[config.mk]
export PLATFORM = sky130hd
export DESIGN_NAME = latched_safety_interlock
export DESIGN_NICKNAME = d
export VERILOG_FILES = /design/src/rtl/core/lsi_pkg.sv /design/src/rtl/core/lsi_tilt_dp.sv /design/src/rtl/core/latched_safety_interlock.sv
export SDC_FILE = /design/constraint.sdc
export NUM_CORES = 2
export LEC_CHECK = 0
export BUFFER_PORTS_ARGS = -buffer_cell sky130_fd_sc_hd__buf_2
export CAP_MARGIN = 20
export CORE_MARGIN = 10
export CORE_UTILIZATION = 35
export CTS_CLUSTER_DIAMETER = 40
export DETAILED_ROUTE_END_ITERATION = 8
export MAX_ROUTING_LAYER = met4
export SYNTH_ARGS = -nofsm -noshare
export SYNTH_HDL_FRONTEND = slang
export SYNTH_SLANG_ARGS = --single-unit
[constraint.sdc]
create_clock -name clk -period 17.8 [get_ports clk]
set_input_delay 1.78 -clock clk [delete_from_list [all_inputs] [get_ports clk]]
set_output_delay 1.78 -clock clk [all_outputs]
set_load 0.02 [all_outputs]
[src/rtl/core/lsi_pkg.sv]
package lsi_pkg;

  // Fixed field widths
  localparam int CFG_W     = 16;
  localparam int CFG_IDX_W = 2;
  localparam int CHECKIN_W = 2;
  localparam int FLAG_W    = 4;

  typedef logic [CFG_W-1:0]     cfg_t;
  typedef logic [CHECKIN_W-1:0] chk_t;
  typedef logic [FLAG_W-1:0]    flag_t;

  // Parameter defaults
  localparam int NUM_TASKS_DEF  = 2;
  localparam int TIME_BITS_DEF  = 32;
  localparam int ACCEL_BITS_DEF = 16;

  // Register indexes
  localparam logic [CFG_IDX_W-1:0] REG_STALE_LIMIT = 2'd0;
  localparam logic [CFG_IDX_W-1:0] REG_TILT_NUM    = 2'd1;
  localparam logic [CFG_IDX_W-1:0] REG_TILT_DEN    = 2'd2;
  localparam logic [CFG_IDX_W-1:0] REG_ALIVE_WIN   = 2'd3;

  // Register reset values
  localparam cfg_t STALE_LIMIT_RST = 16'd100;
  localparam cfg_t TILT_NUM_RST    = 16'd3;
  localparam cfg_t TILT_DEN_RST    = 16'd4;
  localparam cfg_t ALIVE_WIN_RST   = 16'd100;

  // Fault flag bits
  localparam flag_t BIT_STOP   = 4'b0001;
  localparam flag_t BIT_SENSOR = 4'b0010;
  localparam flag_t BIT_TILT   = 4'b0100;
  localparam flag_t BIT_TASK   = 4'b1000;
  localparam flag_t FAULT_RST  = BIT_STOP | BIT_SENSOR;

  // Program steps
  localparam int STEP_W = 4;
  localparam logic [STEP_W-1:0] ST_WAIT = 4'd0;
  localparam logic [STEP_W-1:0] ST_EVAL = 4'd1;
  localparam logic [STEP_W-1:0] ST_SQZ  = 4'd2;
  localparam logic [STEP_W-1:0] ST_SQX  = 4'd3;
  localparam logic [STEP_W-1:0] ST_SQY  = 4'd4;
  localparam logic [STEP_W-1:0] ST_LHS  = 4'd5;
  localparam logic [STEP_W-1:0] ST_RHS  = 4'd6;
  localparam logic [STEP_W-1:0] ST_CMP  = 4'd7;
  localparam logic [STEP_W-1:0] ST_FIN  = 4'd8;

  // Multiplier operand selects
  localparam int MUL_W = 3;
  localparam logic [MUL_W-1:0] MUL_NONE = 3'd0;
  localparam logic [MUL_W-1:0] MUL_ZZ   = 3'd1;
  localparam logic [MUL_W-1:0] MUL_XX   = 3'd2;
  localparam logic [MUL_W-1:0] MUL_YY   = 3'd3;
  localparam logic [MUL_W-1:0] MUL_VD   = 3'd4;
  localparam logic [MUL_W-1:0] MUL_AN   = 3'd5;

  // Accumulator operations
  localparam logic [1:0] ACC_HOLD = 2'd0;
  localparam logic [1:0] ACC_LOAD = 2'd1;
  localparam logic [1:0] ACC_ADD  = 2'd2;

  // Jump conditions
  localparam logic [1:0] JMP_NONE    = 2'd0;
  localparam logic [1:0] JMP_NO_TILT = 2'd1;
  localparam logic [1:0] JMP_ALWAYS  = 2'd2;

  typedef struct packed {
    logic [MUL_W-1:0]  mul_sel;
    logic [1:0]        acc_op;
    logic              ld_vert;
    logic              ld_lhs;
    logic              cmp;
    logic              eval;
    logic              fin;
    logic              wait_in;
    logic [1:0]        jmp;
    logic [STEP_W-1:0] target;
  } uword_t;

  // Control store: one word per step
  function automatic uword_t ucode(input logic [STEP_W-1:0] step);
    uword_t w;
    w = '0;
    case (step)
      ST_WAIT: w.wait_in = 1'b1;
      ST_EVAL: begin
        w.eval   = 1'b1;
        w.jmp    = JMP_NO_TILT;
        w.target = ST_FIN;
      end
      ST_SQZ: w.mul_sel = MUL_ZZ;
      ST_SQX: begin
        w.mul_sel = MUL_XX;
        w.acc_op  = ACC_LOAD;
        w.ld_vert = 1'b1;
      end
      ST_SQY: begin
        w.mul_sel = MUL_YY;
        w.acc_op  = ACC_ADD;
      end
      ST_LHS: begin
        w.mul_sel = MUL_VD;
        w.acc_op  = ACC_ADD;
      end
      ST_RHS: begin
        w.mul_sel = MUL_AN;
        w.ld_lhs  = 1'b1;
      end
      ST_CMP: w.cmp = 1'b1;
      ST_FIN: begin
        w.fin    = 1'b1;
        w.jmp    = JMP_ALWAYS;
        w.target = ST_WAIT;
      end
      default: begin
        w.jmp    = JMP_ALWAYS;
        w.target = ST_WAIT;
      end
    endcase
    return w;
  endfunction

endpackage

[src/rtl/core/lsi_tilt_dp.sv]
module lsi_tilt_dp #(
  parameter int ACCEL_BITS = lsi_pkg::ACCEL_BITS_DEF
) (
  input  logic                         clk,
  input  lsi_pkg::uword_t              ctl,
  input  logic signed [ACCEL_BITS-1:0] accel_x,
  input  logic signed [ACCEL_BITS-1:0] accel_y,
  input  logic signed [ACCEL_BITS-1:0] accel_z,
  input  lsi_pkg::cfg_t                tilt_num,
  input  lsi_pkg::cfg_t                tilt_den,
  output logic                         ge
);

  localparam int SUM_W  = 2 * ACCEL_BITS;
  localparam int PROD_W = SUM_W + lsi_pkg::CFG_W;

  typedef logic [SUM_W-1:0]  sum_t;
  typedef logic [PROD_W-1:0] prod_t;

  logic [ACCEL_BITS-1:0] raw_x, raw_y, raw_z;
  logic [ACCEL_BITS-1:0] mag_x, mag_y, mag_z;
  sum_t                  op_a;
  lsi_pkg::cfg_t         op_b;
  prod_t                 mul_full;
  prod_t                 prod;
  prod_t                 lhs;
  sum_t                  acc;
  sum_t                  vert;

  // Take magnitudes of the axes
  assign raw_x = accel_x;
  assign raw_y = accel_y;
  assign raw_z = accel_z;
  assign mag_x = raw_x[ACCEL_BITS-1] ? -raw_x : raw_x;
  assign mag_y = raw_y[ACCEL_BITS-1] ? -raw_y : raw_y;
  assign mag_z = raw_z[ACCEL_BITS-1] ? -raw_z : raw_z;

  // Select multiplier operands
  always_comb begin
    case (ctl.mul_sel)
      lsi_pkg::MUL_ZZ: begin
        op_a = sum_t'(mag_z);
        op_b = lsi_pkg::cfg_t'(mag_z);
      end
      lsi_pkg::MUL_XX: begin
        op_a = sum_t'(mag_x);
        op_b = lsi_pkg::cfg_t'(mag_x);
      end
      lsi_pkg::MUL_YY: begin
        op_a = sum_t'(mag_y);
        op_b = lsi_pkg::cfg_t'(mag_y);
      end
      lsi_pkg::MUL_VD: begin
        op_a = vert;
        op_b = tilt_den;
      end
      lsi_pkg::MUL_AN: begin
        op_a = acc;
        op_b = tilt_num;
      end
      default: begin
        op_a = '0;
        op_b = '0;
      end
    endcase
  end

  assign mul_full = prod_t'(op_a) * prod_t'(op_b);

  // Register the product, then accumulate from the register
  always_ff @(posedge clk) begin
    prod <= mul_full;
    if (ctl.ld_vert) begin
      vert <= prod[SUM_W-1:0];
    end
    if (ctl.ld_lhs) begin
      lhs <= prod;
    end
    case (ctl.acc_op)
      lsi_pkg::ACC_LOAD: acc <= prod[SUM_W-1:0];
      lsi_pkg::ACC_ADD:  acc <= acc + prod[SUM_W-1:0];
      default:           acc <= acc;
    endcase
  end

  // az^2 * den against total * num; prod holds the right side at compare
  assign ge = lhs >= prod;

endmodule

[src/rtl/core/latched_safety_interlock.sv]
// Safety interlock for a small vehicle. Each request is one supervision tick and
// yields one result: the latched fault flags (stop, sensor, tilt, task), a clear to
// run flag, the forced stop, the watchdog refresh and the latest liveness verdict.
// A small control program steps the block through each tick. A tick whose IMU
// sample is fresh and whose vertical axis is positive runs the tilt test on one
// shared 32x16 multiplier that forms five products in turn; any other tick skips
// the test. The next request is taken while the last result still waits; a result
// that is not taken holds the final step until the output register frees. The
// user must write configuration only while the block is idle; the block itself
// does not enforce this.
module latched_safety_interlock #(
  parameter int NUM_TASKS  = lsi_pkg::NUM_TASKS_DEF,
  parameter int TIME_BITS  = lsi_pkg::TIME_BITS_DEF,
  parameter int ACCEL_BITS = lsi_pkg::ACCEL_BITS_DEF
) (
  input  logic                            clk,
  input  logic                            rst,
  // Configuration
  input  logic                            cfg_write,
  input  logic [lsi_pkg::CFG_IDX_W-1:0]   cfg_index,
  input  logic [lsi_pkg::CFG_W-1:0]       cfg_data,
  // Tick request
  input  logic                            in_valid,
  output logic                            in_ready,
  input  logic [TIME_BITS-1:0]            now_ms,
  input  logic [lsi_pkg::CHECKIN_W-1:0]   checkin_bits,
  input  logic                            samples_present,
  input  logic                            range_status_ok,
  input  logic [TIME_BITS-1:0]            range_time_ms,
  input  logic                            imu_status_ok,
  input  logic [TIME_BITS-1:0]            imu_time_ms,
  input  logic signed [ACCEL_BITS-1:0]    accel_x,
  input  logic signed [ACCEL_BITS-1:0]    accel_y,
  input  logic signed [ACCEL_BITS-1:0]    accel_z,
  input  logic                            button_valid,
  input  logic                            button_pressed,
  // Result
  output logic                            out_valid,
  input  logic                            out_ready,
  output logic [lsi_pkg::FLAG_W-1:0]      fault_flags,
  output logic                            clear_to_run,
  output logic                            emergency_stop,
  output logic                            watchdog_kick,
  output logic                            tasks_ok
);

  typedef logic [TIME_BITS-1:0] time_t;

  localparam int MASK_BITS =
    (NUM_TASKS < lsi_pkg::CHECKIN_W) ? NUM_TASKS : lsi_pkg::CHECKIN_W;
  localparam lsi_pkg::chk_t TASK_MASK = lsi_pkg::chk_t'((1 << MASK_BITS) - 1);
  localparam bit TASKS_COVERED = NUM_TASKS <= lsi_pkg::CHECKIN_W;

  // Configuration registers
  lsi_pkg::cfg_t stale_limit;
  lsi_pkg::cfg_t tilt_num;
  lsi_pkg::cfg_t tilt_den;
  lsi_pkg::cfg_t alive_window;

  // Supervision state
  lsi_pkg::flag_t fault_latch;
  lsi_pkg::chk_t  alive_seen;
  time_t          window_start;
  logic           tasks_alive_flag;
  logic           button_prev;

  // Sequencer
  logic [lsi_pkg::STEP_W-1:0] step;
  logic [lsi_pkg::STEP_W-1:0] step_next;
  lsi_pkg::uword_t            ctl;

  // Held request
  time_t                        held_now;
  lsi_pkg::chk_t                held_checkin;
  logic                         held_present;
  logic                         held_range_stat;
  time_t                        held_range_time;
  logic                         held_imu_ok;
  time_t                        held_imu_time;
  logic signed [ACCEL_BITS-1:0] held_ax;
  logic signed [ACCEL_BITS-1:0] held_ay;
  logic signed [ACCEL_BITS-1:0] held_az;
  logic                         held_btn_valid;
  logic                         held_btn_pressed;

  // Per-tick results
  logic range_pass;
  logic imu_ok;
  logic upright;
  logic kick;

  // Combinational terms
  logic           accept;
  logic           fin_go;
  logic           advance;
  logic           jump;
  lsi_pkg::chk_t  alive_merge;
  logic           all_alive;
  time_t          elapsed;
  time_t          range_age;
  time_t          imu_age;
  logic           window_due;
  logic           range_pass_c;
  logic           imu_ok_c;
  logic           az_pos;
  logic           ge;
  lsi_pkg::flag_t latch_tilt;
  lsi_pkg::flag_t clr_mask;
  logic           press_edge;
  lsi_pkg::flag_t fault_next;

  assign ctl      = lsi_pkg::ucode(step);
  assign in_ready = ctl.wait_in;
  assign accept   = in_valid && in_ready;
  assign fin_go   = ctl.fin && (!out_valid || out_ready);

  // Liveness window and freshness tests
  assign alive_merge = ((held_checkin & ~TASK_MASK) == '0) ? (alive_seen | held_checkin)
                                                          : alive_seen;
  assign all_alive   = TASKS_COVERED && ((alive_merge & TASK_MASK) == TASK_MASK);
  assign elapsed     = held_now - window_start;
  assign window_due  = elapsed >= time_t'(alive_window);
  assign range_age   = held_now - held_range_time;
  assign imu_age     = held_now - held_imu_time;
  assign range_pass_c = held_present && held_range_stat && (range_age <= time_t'(stale_limit));
  assign imu_ok_c    = held_present && held_imu_ok && (imu_age <= time_t'(stale_limit));
  assign az_pos      = !held_az[ACCEL_BITS-1] && (held_az != '0);

  // Step counter with conditional jumps
  always_comb begin
    case (ctl.jmp)
      lsi_pkg::JMP_NO_TILT: jump = !(imu_ok_c && az_pos);
      lsi_pkg::JMP_ALWAYS:  jump = 1'b1;
      default:              jump = 1'b0;
    endcase
    if (ctl.wait_in) begin
      advance = accept;
    end else if (ctl.fin) begin
      advance = fin_go;
    end else begin
      advance = 1'b1;
    end
    if (!advance) begin
      step_next = step;
    end else if (jump) begin
      step_next = ctl.target;
    end else begin
      step_next = step + 1'b1;
    end
  end

  // Final latch update with the button edge
  always_comb begin
    latch_tilt = fault_latch | ((imu_ok && !upright) ? lsi_pkg::BIT_TILT : '0);
    clr_mask   = lsi_pkg::BIT_STOP
               | ((range_pass && imu_ok) ? lsi_pkg::BIT_SENSOR : '0)
               | ((imu_ok && upright)   ? lsi_pkg::BIT_TILT   : '0)
               | (tasks_alive_flag      ? lsi_pkg::BIT_TASK   : '0);
    press_edge = held_btn_valid && held_btn_pressed && !button_prev;
    if (!press_edge) begin
      fault_next = latch_tilt;
    end else if (latch_tilt != '0) begin
      fault_next = latch_tilt & ~clr_mask;
    end else begin
      fault_next = latch_tilt | lsi_pkg::BIT_STOP;
    end
  end

  lsi_tilt_dp #(
    .ACCEL_BITS(ACCEL_BITS)
  ) u_tilt (
    .clk      (clk),
    .ctl      (ctl),
    .accel_x  (held_ax),
    .accel_y  (held_ay),
    .accel_z  (held_az),
    .tilt_num (tilt_num),
    .tilt_den (tilt_den),
    .ge       (ge)
  );

  // Control state
  always_ff @(posedge clk) begin
    if (rst) begin
      stale_limit      <= lsi_pkg::STALE_LIMIT_RST;
      tilt_num         <= lsi_pkg::TILT_NUM_RST;
      tilt_den         <= lsi_pkg::TILT_DEN_RST;
      alive_window     <= lsi_pkg::ALIVE_WIN_RST;
      fault_latch      <= lsi_pkg::FAULT_RST;
      alive_seen       <= '0;
      window_start     <= '0;
      tasks_alive_flag <= 1'b0;
      button_prev      <= 1'b1;
      step             <= lsi_pkg::ST_WAIT;
      out_valid        <= 1'b0;
    end else begin
      step <= step_next;

      // Write configuration
      if (cfg_write) begin
        case (cfg_index)
          lsi_pkg::REG_STALE_LIMIT: stale_limit  <= cfg_data;
          lsi_pkg::REG_TILT_NUM:    tilt_num     <= cfg_data;
          lsi_pkg::REG_TILT_DEN:    tilt_den     <= cfg_data;
          lsi_pkg::REG_ALIVE_WIN:   alive_window <= cfg_data;
          default: ;
        endcase
      end

      // Judge liveness and latch sensor and task faults
      if (ctl.eval) begin
        if (window_due) begin
          alive_seen       <= '0;
          window_start     <= held_now;
          tasks_alive_flag <= all_alive;
        end else begin
          alive_seen <= alive_merge;
        end
        fault_latch <= fault_latch
                     | ((window_due && !all_alive)      ? lsi_pkg::BIT_TASK   : '0)
                     | (!(range_pass_c && imu_ok_c)     ? lsi_pkg::BIT_SENSOR : '0);
      end

      // Apply tilt and button, then post the result
      if (fin_go) begin
        fault_latch <= fault_next;
        button_prev <= held_btn_valid ? held_btn_pressed : 1'b1;
        out_valid   <= 1'b1;
      end else if (out_valid && out_ready) begin
        out_valid <= 1'b0;
      end
    end
  end

  // Payload registers
  always_ff @(posedge clk) begin
    if (accept) begin
      held_now         <= now_ms;
      held_checkin     <= checkin_bits;
      held_present     <= samples_present;
      held_range_stat  <= range_status_ok;
      held_range_time  <= range_time_ms;
      held_imu_ok      <= imu_status_ok;
      held_imu_time    <= imu_time_ms;
      held_ax          <= accel_x;
      held_ay          <= accel_y;
      held_az          <= accel_z;
      held_btn_valid   <= button_valid;
      held_btn_pressed <= button_pressed;
    end
    if (ctl.eval) begin
      range_pass <= range_pass_c;
      imu_ok     <= imu_ok_c;
      upright    <= 1'b0;
      kick       <= window_due && all_alive;
    end
    if (ctl.cmp) begin
      upright <= ge;
    end
    // A task fault always leaves a latched bit, so stop follows the flags
    if (fin_go) begin
      fault_flags    <= fault_next;
      clear_to_run   <= fault_next == '0;
      emergency_stop <= fault_next != '0;
      watchdog_kick  <= kick;
      tasks_ok       <= tasks_alive_flag;
    end
  end

  // Checks
  a_clear_matches_flags: assert property (@(posedge clk) disable iff (rst)
    out_valid |-> (clear_to_run == (fault_flags == '0)))
    else $error("clear_to_run disagrees with fault_flags");

  a_stop_matches_flags: assert property (@(posedge clk) disable iff (rst)
    out_valid |-> (emergency_stop == (fault_flags != '0)))
    else $error("emergency_stop disagrees with fault_flags");

  a_kick_needs_alive: assert property (@(posedge clk) disable iff (rst)
    (out_valid && watchdog_kick) |-> tasks_ok)
    else $error("watchdog refreshed without live tasks");

  a_accept_starts_eval: assert property (@(posedge clk) disable iff (rst)
    accept |=> (step == lsi_pkg::ST_EVAL))
    else $error("accepted request did not start evaluation");

  a_post_from_final: assert property (@(posedge clk) disable iff (rst)
    ($rose(out_valid)) |-> ($past(step) == lsi_pkg::ST_FIN))
    else $error("result posted outside the final step");

endmodule
======== Word level (Yosys, flattened, before mapping) ========
Cells that the tools add are included.
word-level totals
  input bits .............................. 174
  logic and storage cells ................. 154
  bits in registers ....................... 432
  output and inout port bits .............. 10
operators by class
  order comparisons ....................... 4
  bitwise operators ....................... 8
  eq/ne operators ......................... 21
  reduce and logical (&&, ||, !) cells .... 41
  mux-type cells .......................... 35
  $add $sub $neg .......................... 8
  $mul .................................... 1
operators by type and width
  kind                                                  number
  case mux 32 bit (5 select lines)                      1
  subtractor 32 bit                                     3
  case mux 16 bit (5 select lines)                      1
  <= comparator 32 x 16 -> 1 bit                        2
  case mux 32 bit (2 select lines)                      1
  greater-or-equal comparator 48 bit                    1
  multiplier 32 x 16 -> 48 bit                          1
  2-to-1 mux 16 bit                                     3
  negator 16 bit                                        3
  adder 32 bit                                          1
  greater-or-equal comparator 32 x 16 -> 1 bit          1
  2-to-1 mux 4 bit                                      7
  logical AND 1 bit                                     17
  equality test 4 x 3 -> 1 bit (second input constant)  4
  nonzero test 16 bit                                   1
  case mux 3 bit (5 select lines)                       1
  2-to-1 mux 1 bit                                      13
  case mux 6 bit (2 select lines)                       1
  equality test 2 bit (second input constant)           5
  AND reduction 2 bit                                   5
  equality test 4 x 2 -> 1 bit (second input constant)  2
  logical NOT 4 bit                                     2
  nonzero test 2 bit                                    4
  nonzero test 4 bit                                    2
  other kinds (24)                                      36

======== Depth between registers and ports, before layout ========
  depth after elaboration ................. 9
  depth in mapped cells ................... 36
  mapped depth without buffers ............ 34

======== Cells and area by module ========
From an unflattened synthesis, not the netlist that was laid out.
unflattened totals
  cell total of the unflattened synthesis .. 4606
  area total of the unflattened synthesis .. 42001.5 um2
modules (own cells, without submodules)
  module                    instances  area each (um2)  cells each  sequential area each (um2)
  lsi_tilt_dp               1          25305.5          2784        4324.1
  latched_safety_interlock  1          16696.0          1822        7076.8

======== Worst setup path after synthesis ========
OpenSTA, ideal clock, no wires.
  path type ............................... input to register
  start point ............................. input in_valid
  end point ............................... register held_ax[0], enable pin
  buffers on the path ..................... 0
  required time ........................... 16954 ps
  path slack .............................. 5010 ps
  arrival time ............................ 11943 ps
  stages .................................. 2
  library setup time ...................... 846 ps
  cells stage by stage .................... inv_1 -> nor3_1
on the way
  word-level cells in the longest chain between the ends .. 1
RTL lines
  what                  RTL line                         source
  start, declared       latched_safety_interlock.sv:23   input logic in_valid,
  logical AND 1 bit     latched_safety_interlock.sv:114  assign accept = in_valid && in_ready;
  via accept            latched_safety_interlock.sv:93   logic accept;
  end signal, assigned  latched_safety_interlock.sv:245  held_ax <= accel_x;
  end, declared         latched_safety_interlock.sv:80   logic signed [ACCEL_BITS-1:0] held_ax;
The timed path passes the listed nets, and every way through them passes these cells.
A chain may end at the register's enable or synchronous reset.

======== Worst setup path after layout ========
  start point ............................. register step[2] in the netlist's numbering
  end point ............................... register u_tilt.prod[47]
on the way
  word-level cells in the longest chain between the ends .. 5
  elaborated cells on any way between the ends .. 14
  those cells by class .................... mul (1); eq/ne (10); mux (3)
RTL lines
  what                                                                                         RTL line                         source
  start, declared                                                                              latched_safety_interlock.sv:68   logic [lsi_pkg::STEP_W-1:0] step;
  start signal, assigned                                                                       latched_safety_interlock.sv:194  step <= lsi_pkg::ST_WAIT;
  start signal, assigned                                                                       latched_safety_interlock.sv:197  step <= step_next;
  equality test 4 x 3 -> 1 bit / equality test 4 x 2 -> 1 bit (equally long branches)          lsi_pkg.sv:85                    case (step)
  case mux 3 bit (5 select lines) *                                                            lsi_pkg.sv:85
  equality test 3 bit, or another cell as far along                                            lsi_tilt_dp.sv:40                case (ctl.mul_sel)
  case mux 32 bit (5 select lines) / case mux 16 bit (5 select lines) (equally long branches)  lsi_tilt_dp.sv:40
  multiplier 32 x 16 -> 48 bit *                                                               lsi_tilt_dp.sv:68                assign mul_full = prod_t'(op_a) * prod_t'(op_b);
  via u_tilt.mul_full[47]                                                                      lsi_tilt_dp.sv:24                prod_t mul_full;
  end signal, assigned                                                                         lsi_tilt_dp.sv:72                prod <= mul_full;
  end, declared                                                                                lsi_tilt_dp.sv:25                prod_t prod;
Mark *: on every way through the listed nets, which the timed path passes. The rest lies on a longest branch.

==> metrics <==
DP Area=43000 um^2; Via density=5.16; kind of capture point of the worst setup path=flip-flop; Synth top area share=0.210; critical path startpoint category=flip-flop; clock tree buffer depth=3; critical path's largest stage delay=710 ps; Inst Count DP=5900; gpl congestion=0.902; Syn Area/Cell=9.34 um^2; CTS tree=done; post-synthesis cell type count=83; Port Buffers=183; Post-synth EDFFs=275; Initial Utilization=0.352; count leader, synth=inv_1; Setup crit end=u_tilt.prod[47]; setup violators final=0; critical path class=reg -> reg; Worst Path Max Fanout=67; Finished Cell Area=45600 um^2; Worst Hold Slack=429 ps; routed wire length=114000 um; Final Cycle Share=0.591; CP most frequent cell=fa_1; Layout area overhead=13.4%; Worst Tran Pin Value=1260 ps; Critical path origin=step[2]; f_max=95.1 MHz; Chip Height=359 um; number of global-route vias before repair=31921; setup tns final=0 ps; CTS Hold Buffers Added=0; gr ovfl total=0; Post-Synthesis Cell Area=40200 um^2; area leader, netlist=fa_1; yosys warns=0; Core Area=114000 um^2; RR Endpoint=u_tilt.prod[47]; gr usage total=0.179; RSZ-0062 raised after global routing=no; Worst-path clk slew=60 ps; Post-CTS Setup Repair Bufs=0; Clk Latency, worst-skew pair=630 ps; Sink Count=432; Pleak=19.8 nW; cells after synthesis=4307; Nets=5413; Slew HR=0.162; Detail Placement HPWL=89500 um; DRC=0; htree depth=3; Slew Limit Fails=0; Worst R2R Path Depth=30; die width=359 um; Vias=31221; max_cap viols=0; outcome=finished, final reports clean; global-route wire length before repair=180000 um; synth cell count leaders=inv_1 (666), nand2_1 (576), fa_1 (422), ha_1 (348), nor2_1 (348); RR Startpoint=step[2]; clock skew=34.6 ps; Synth Net Count=5251; die area=129000 um^2; largest cells by area after synthesis=fa_1 (21%), edfxtp_1 (21%), ha_1 (11%), dfxtp_1 (7.8%), inv_1 (6.2%); pwr/cell area=105 nW/um^2; Rows=124; final hold vios=0; DRT Pass-1 Iters=5; Min-Delay Path Class=reg -> reg; worst path arrival time=11080 ps; Root Buffer=clkbuf_16; commonest register cell after synthesis=edfxtp_1; clock buffer count from CTS=78; slowest library cell on the worst path=a221o_1; Detail Route Antenna Nets=0; Async SR Flop Fraction=0; total power=4.77 mW; worst reg2reg setup slack=7290 ps; drt initial violations=2212; worst endpoint required time=18370 ps; initial antenna violation count=9; PostCTS Resize Cnt=0; WL per Instance=18.8 um; # IOs=184; Seq cells post-synth=432; crit path time final=10510 ps; largest net degree at the start of global routing=92; layout cell share with drive strength beyond 1=0.0966; Seq/Total Area, Yosys=0.283; Final Non-Filler Cells=6048; Peak VDD IR=0.133 mV
## layer usage
layer	vias to the layer above	global-route usage	routed length, um
met2	957	0.289	53200
met1	15359	0.233	50300
met4	0	0.0476	2610
met3	166	0.0277	7820
met5	-	-	0
li1	14739	-	-
## logic make-up after synthesis
logic type / synth area share
and+or+nand+nor: 0.134
buffers and inverters: 0.0789
AOI/OAI and AO/OA: 0.136
adders and majority gates: 0.318
DFF: 0.283
xor gates and xnor gates: 0.0353
muxes: 0.0139
## sequential cells by signal, summed over array words and instances, names as in the netlist, 2 cells and up
signal and count:
u_tilt.acc 32, fault_flags 4, u_tilt.prod 48, held_ax 16, tilt_den 16, held_imu_time 32, u_tilt.lhs 48, window_start 32
alive_window 16, held_ay 16, held_range_time 32, stale_limit 16, alive_seen 2, held_az 16, held_now 32, held_checkin 2
u_tilt.vert 32, tilt_num 16, fault_latch 4, step 4
## critical path: cells and delay by family (launching register included)
kind / cells / cell delay [ps]
AND/OR/NAND/NOR: 4 / 1190
buffers and inverters: 6 / 1650
XOR/XNOR: 1 / 130
AO/OA/AOI/OAI: 12 / 3480
flip-flops: 1 / 500
adder cells (fa/ha/maj): 7 / 3420
## where the power goes
part	internal (mW)	switching, mW
clock	0.889	0.583
sequential	1.25	0.123
combinational	0.736	1.19
## metrics by stage
step                       util  worst slack (ps)
after floorplan               -              5010
after global placement    0.376              6850
after detailed placement  0.376              7290
after CTS                 0.399              7250
after global routing      0.400              6530
final                     0.400              7290
## layout make-up
type | instances | area [um^2]
Antenna cell | 3 | 7.51
Clock buffer | 83 | 1990
Clock inverter | 61 | 646
Fill cell | 11359 | 68600
Inverter | 667 | 2500
Multi-Input combinational cell | 3046 | 25800
Sequential cell | 432 | 11400
Tap cell | 1512 | 1890
Timing Repair Buffer | 244 | 1400
## worst min path at each step
stage,slack (ps),depth (start not counted),from,endpoint
6_report,430,0,u_tilt.prod[35],u_tilt.lhs[35]
5_1_grt,440,0,u_tilt.prod[39],u_tilt.lhs[39]
2_1_floorplan,400,0,kick,watchdog_kick
3_3_place_gp,410,0,u_tilt.prod[37],u_tilt.lhs[37]
3_5_place_dp,420,0,u_tilt.prod[35],u_tilt.lhs[35]
4_1_cts,430,0,u_tilt.prod[35],u_tilt.lhs[35]
## placed cells by master (no fill, tap or decap), types with 142 or more instances in the layout
cell	instances
inv_1	664
fa_1	422
a21oi_1	236
o21ai_0	142
nor2_1	348
buf_2	182
ha_1	347
edfxtp_1	275
nand2_1	576
dfxtp_1	157
No activity file was read; power rests on OpenSTA's default activity.
